==> src/rtl/core/stis_pkg.sv <==
// stis_pkg: shared types, codes and sizes for the sorted table block
// no dependencies; used by every file in rtl/core
`timescale 1ns / 1ps

package stis_pkg;

    // default table size
    localparam int TABLE_DEPTH = 64;

    // result field widths
    localparam int POS_W  = 6;
    localparam int FILL_W = 7;

    // operation codes
    localparam logic [1:0] OP_CLEAR  = 2'd0;
    localparam logic [1:0] OP_INSERT = 2'd1;
    localparam logic [1:0] OP_SEARCH = 2'd2;

    typedef struct packed {
        logic [1:0]         op;
        logic signed [31:0] value;
    } t_request;

    typedef struct packed {
        logic              found;
        logic [POS_W-1:0]  position;
        logic              rejected;
        logic [FILL_W-1:0] fill_count;
    } t_result;

    // controller to datapath
    typedef struct packed {
        logic load;
        logic compare;
        logic clear;
        logic insert;
        logic step;
    } t_cmd;

    // datapath to controller
    typedef struct packed {
        logic [1:0] op;
        logic       search_done;
    } t_status;

endpackage

==> src/rtl/core/stis_ctrl.sv <==
// stis_ctrl: sequencing state machine for the sorted table block
// depends on stis_pkg (command and status structs, op codes)
`timescale 1ns / 1ps

module stis_ctrl (
    input  logic             i_clk,
    input  logic             i_rst_n,
    input  logic             start,
    input  stis_pkg::t_status i_status,
    output stis_pkg::t_cmd   o_cmd,
    output logic             busy,
    output logic             o_strobe
);

    typedef enum logic [1:0] {
        S_IDLE,
        S_COMPARE,
        S_EXECUTE,
        S_REPORT
    } t_state;

    t_state r_state, n_state;
    logic   r_busy, n_busy;
    logic   r_strobe, n_strobe;

    always_comb begin
        n_state = r_state;
        o_cmd   = '0;
        case (r_state)
            S_IDLE: begin
                if (start) begin
                    o_cmd.load = 1'b1;
                    n_state    = S_COMPARE;
                end
            end
            S_COMPARE: begin
                o_cmd.compare = 1'b1;
                n_state       = S_EXECUTE;
            end
            S_EXECUTE: begin
                case (i_status.op)
                    stis_pkg::OP_CLEAR: begin
                        o_cmd.clear = 1'b1;
                        n_state     = S_REPORT;
                    end
                    stis_pkg::OP_INSERT: begin
                        o_cmd.insert = 1'b1;
                        n_state      = S_REPORT;
                    end
                    stis_pkg::OP_SEARCH: begin
                        if (i_status.search_done) begin
                            n_state = S_REPORT;
                        end else begin
                            o_cmd.step = 1'b1;
                        end
                    end
                    default: begin
                        n_state = S_REPORT;
                    end
                endcase
            end
            S_REPORT: begin
                n_state = S_IDLE;
            end
            default: begin
                n_state = S_IDLE;
            end
        endcase
        n_busy   = (n_state != S_IDLE);
        n_strobe = (n_state == S_REPORT) && (r_state != S_REPORT);
    end

    always_ff @(posedge i_clk) begin
        if (!i_rst_n) begin
            r_state  <= S_IDLE;
            r_busy   <= 1'b0;
            r_strobe <= 1'b0;
        end else begin
            r_state  <= n_state;
            r_busy   <= n_busy;
            r_strobe <= n_strobe;
        end
    end

    assign busy     = r_busy;
    assign o_strobe = r_strobe;

endmodule

==> config.mk <==
export PLATFORM = sky130hd
export DESIGN_NAME = stis_ctrl
export DESIGN_NICKNAME = d
export VERILOG_FILES = /design/src/rtl/core/stis_pkg.sv /design/src/rtl/core/stis_ctrl.sv
export SDC_FILE = /design/constraint.sdc
export NUM_CORES = 1
export LEC_CHECK = 0
export BUFFER_PORTS_ARGS = -buffer_cell sky130_fd_sc_hd__buf_2
export CAP_MARGIN = 5
export CELL_PAD_IN_SITES_DETAIL_PLACEMENT = 1
export CELL_PAD_IN_SITES_GLOBAL_PLACEMENT = 1
export CORE_AREA = 2 2 39 41
export DETAILED_ROUTE_END_ITERATION = 8
export DIE_AREA = 0 0 41 43
export HOLD_SLACK_MARGIN = 0.03
export PLACE_DENSITY = 0.52
export SETUP_SLACK_MARGIN = 0.02
export SYNTH_ARGS = -nofsm -noshare
export SYNTH_HDL_FRONTEND = slang
export SYNTH_SLANG_ARGS = --single-unit
==> constraint.sdc <==
create_clock -name i_clk -period 2.7 [get_ports i_clk]
set_clock_uncertainty 0.05 [all_clocks]
set_input_delay 0.27 -clock i_clk [delete_from_list [all_inputs] [get_ports i_clk]]
set_output_delay 0.27 -clock i_clk [all_outputs]
set_load 0.03 [all_outputs]
Word level (Yosys, flattened, before mapping)
Cells that the tools add are included.
- register bits: 4
- output and inout bits: 7
- word-level logic and storage cells: 26
- eq/ne operators: 7
- mux-type cells: 12
- reduce and logical (&&, ||, !) cells: 4
- operator list (kind ; number):
    == test 2 bit (second input constant) ; 4
    case mux 2 bit (4 select lines) ; 1
    2-to-1 mux 1 bit ; 7
    2-to-1 mux 2 bit ; 3
    == test 2 x 1 -> 1 bit (second input constant) ; 2
    zero test 2 bit ; 2
    2-to-1 mux 3 bit ; 1
    != test 2 bit (second input constant) ; 1
    nonzero test 2 bit ; 1
    logical AND 1 bit ; 1

Depth between registers and ports, before layout
- depth in word-level cells: 5
- gate-level depth with buffers: 5

Worst setup path after synthesis
OpenSTA, ideal clock, no wires.
- path kind: register to output
- from: register r_state[0]
- to: output o_cmd[0] (netlist name)
- arrival: 1.644 ns
- slack: 0.736 ns
- stages on the path, launching flop included: 5
- path through: dfxtp_1 inv_1 ha_1 inv_1 nor4b_1
- RTL lines (what ; line ; RTL):
    start, declared ; stis_ctrl.sv:22 ; t_state r_state, n_state;
    start signal, assigned ; stis_ctrl.sv:79 ; r_state <= n_state;
    end, declared ; stis_ctrl.sv:10 ; output stis_pkg::t_cmd o_cmd,

==> impl_metrics.env <==
export IMPL_worstSetupEndpointType="output pin"
export IMPL_die_w_um=41
export IMPL_synth_seq_cells=4
export IMPL_cts_made_buffers=3
export IMPL_route_detailed_wl_per_inst_um=9.86
export IMPL_clock_sinks=4
export IMPL_setup_violations=0
export IMPL_yosys_warnings=0
export IMPL_syn_inst=25
export IMPL_drc=0
export IMPL_drt_initial_drc_count=0
export IMPL_synth_mux_area_frac=0
export IMPL_powerDensity_nw_per_um2=767
export IMPL_post_cts_resized=0
export IMPL_root_buffer="clkbuf_4"
export IMPL_antenna_found_initial=0
export IMPL_ctsHoldBuffers=0
export IMPL_fp_dieH_um=43
export IMPL_path_class="flip-flop to output pin"
export IMPL_relSlewSlack=0.831
export IMPL_final_common_cell="buf_2"
export IMPL_num_antenna_cells=0
export IMPL_status="finished, final reports clean"
export IMPL_setup_ws_ps=975
export IMPL_min_period_over_period=0.639
export IMPL_drive_gt1_frac=0.400
export IMPL_startpoint_type="flip-flop"
export IMPL_dr_pass1_iters=1
export IMPL_synth_compound_area_share=0.0802
export IMPL_reg2reg_slack_ps=1390
export IMPL_tritoncts="yes"
export IMPL_cp_arrival_ps=1400
export IMPL_seq_area_frac_synth=0.342
export IMPL_hold_viol=0
export IMPL_fmax_ghz=0.580
export IMPL_min_path_cells=3
export IMPL_leakage_nw=0.178
export IMPL_grt_pass1_vias=226
export IMPL_area_delta_synth_final_pct=43.9
export IMPL_pwr_share_comb=0.394
export IMPL_start_util=0.169
export IMPL_grt_setup_unrepaired="no"
export IMPL_setup_tns_ps=0
export IMPL_required_ps=2380
export IMPL_synth_adder_area_share=0.267
export IMPL_ios=13
export IMPL_gp_routability_congestion=0.576
export IMPL_p_clk_frac=0.290
export IMPL_grt_overflow=0
export IMPL_synth_cell_area_um2=234
export IMPL_syn_avg_cell_area_um2=9.36
export IMPL_yosys_area_share_simple=0.230
export IMPL_grtUsageTotal=0.0803
export IMPL_grt_pass1_wl_um=869
export IMPL_maxSlewViolCount=0
export IMPL_critPathMaxFanout=5
export IMPL_p_sw_mw=0.102
export IMPL_min_period_ps=1720
export IMPL_cap_violations=0
export IMPL_rows=14
export IMPL_htreeDepth=1
export IMPL_reg2regPathDepth=4
export IMPL_synthDistinctLibCells=13
export IMPL_hold_path_class="input pin to flip-flop"
export IMPL_swShare=0.396
export IMPL_numPortBuffers=12
export IMPL_synth_xor_area_frac=0
export IMPL_synth_top_family_by_area="adder cells"
export IMPL_fillers=175
export IMPL_pre_cts_ws_ps=1210
export IMPL_drt_wl_total_um=552
export IMPL_dieArea_um2=1760
export IMPL_layout_nets=53
export IMPL_worstReg2RegEnd="o_strobe"
export IMPL_r2r_start="r_state[0]"
export IMPL_vias_per_cell=4.13
export IMPL_crit_start="r_state[0]"
export IMPL_tightest_slew_ps=250
export IMPL_insertion_delay_ps=240
export IMPL_drtAntennaViolNets=0
export IMPL_postCtsSetupRepairBufs=0
export IMPL_timing_critical_path_to="o_cmd[0]"
export IMPL_cts_buffer_depth=2
export IMPL_vdd_drop_max_v=0.000203
export IMPL_p_int_mw=0.156
export IMPL_clk_pin_slew_ps=40
export IMPL_grt_max_degree=6
export IMPL_fp_coreArea_um2=1380
export IMPL_syn_nets=36
export IMPL_pwr_share_seq=0.315
export IMPL_layout_common_cells="12 x buf_2, 5 x inv_1, 5 x ha_1"
export IMPL_vias=231
final cells by class:
type	instances	area (µm²)	share of cell area
inverter	5	18.8	0.0558
tap	16	20.0	0.0595
multi-input combinational	16	135	0.401
clock buffer	3	22.5	0.0669
sequential	4	80.1	0.238
timing repair buffer	12	60.1	0.178
Yosys cell counts:
library cell / instances / area (µm²)
inv_1: 5 / 18.8
dfxtp_1: 4 / 80.1
ha_1: 5 / 62.6
nor3_2: 1 / 10.0
nor3_1: 1 / 5.00
nand2_1: 1 / 3.75
nor4b_1: 2 / 17.5
nor2_1: 1 / 3.75
o21ai_1: 1 / 5.00
nor3b_1: 1 / 7.51
o21ai_0: 1 / 5.00
and2_1: 1 / 6.26
o31a_1: 1 / 8.76
cells by family after synthesis:
| group | Yosys count |
|---|---|
| AOI/OAI and AO/OA | 3 |
| adders and majority gates | 5 |
| buffers and inverters | 5 |
| DFF | 4 |
| and+or+nand+nor | 8 |
layer usage:
| layer | GRT usage | share of wire | vias to the layer above |
|---|---|---|---|
| li1 | - | - | 112 |
| met1 | 0.0868 | 0.43 | 100 |
| met2 | 0.0969 | 0.38 | 15 |
| met3 | 0.0209 | 0.13 | 4 |
| met4 | 0.120 | 0.062 | 0 |
| met5 | 0 | 0 | - |
power by group through the flow:
stage | Clock (mW) | Sequential, mW | Combinational, mW
after global placement | 0 | 0.0822 | 0.103
after detailed placement | 0 | 0.0829 | 0.104
after global routing | 0.0813 | 0.0835 | 0.115
after floorplan | 0 | 0.0958 | 0.0592
final | 0.0750 | 0.0814 | 0.102
after CTS | 0.0781 | 0.0818 | 0.105
flip-flops by register name, summed over array words and instances, names as in the netlist:
name      count
o_strobe      1
r_state       2
busy          1
stage by stage:
| step | instance area (µm²) | hold WS, ps | total power, mW | utilization | std cells |
|---|---|---|---|---|---|
| floorplan | 234 | 355 | 0.155 | - | 25 |
| global placement | 314 | 479 | 0.185 | 0.227 | 53 |
| detailed placement | 314 | 481 | 0.187 | 0.227 | 53 |
| CTS | 337 | 235 | 0.265 | 0.243 | 56 |
| global route | 337 | 244 | 0.280 | 0.243 | 56 |
| finish | 337 | 235 | 0.258 | 0.243 | 56 |
worst min path at each step:
| stage | startpoint | endpoint | slack, ps |
|---|---|---|---|
| CTS | i_rst_n | r_state[0] | 230 |
| detailed placement | i_rst_n | r_state[0] | 480 |
| finish | i_rst_n | r_state[0] | 230 |
| global route | i_rst_n | r_state[0] | 240 |
| global placement | i_rst_n | r_state[0] | 480 |
| floorplan | i_rst_n | r_state[0] | 350 |
worst max-delay path, cell delays in order, from the launching register on:
cell and delay, ps:
dfxtp_1 340, inv_1 110, ha_1 150, inv_1 80
nor4b_1 250, buf_2 250
Note: power is estimated with default switching activity, not from simulation.
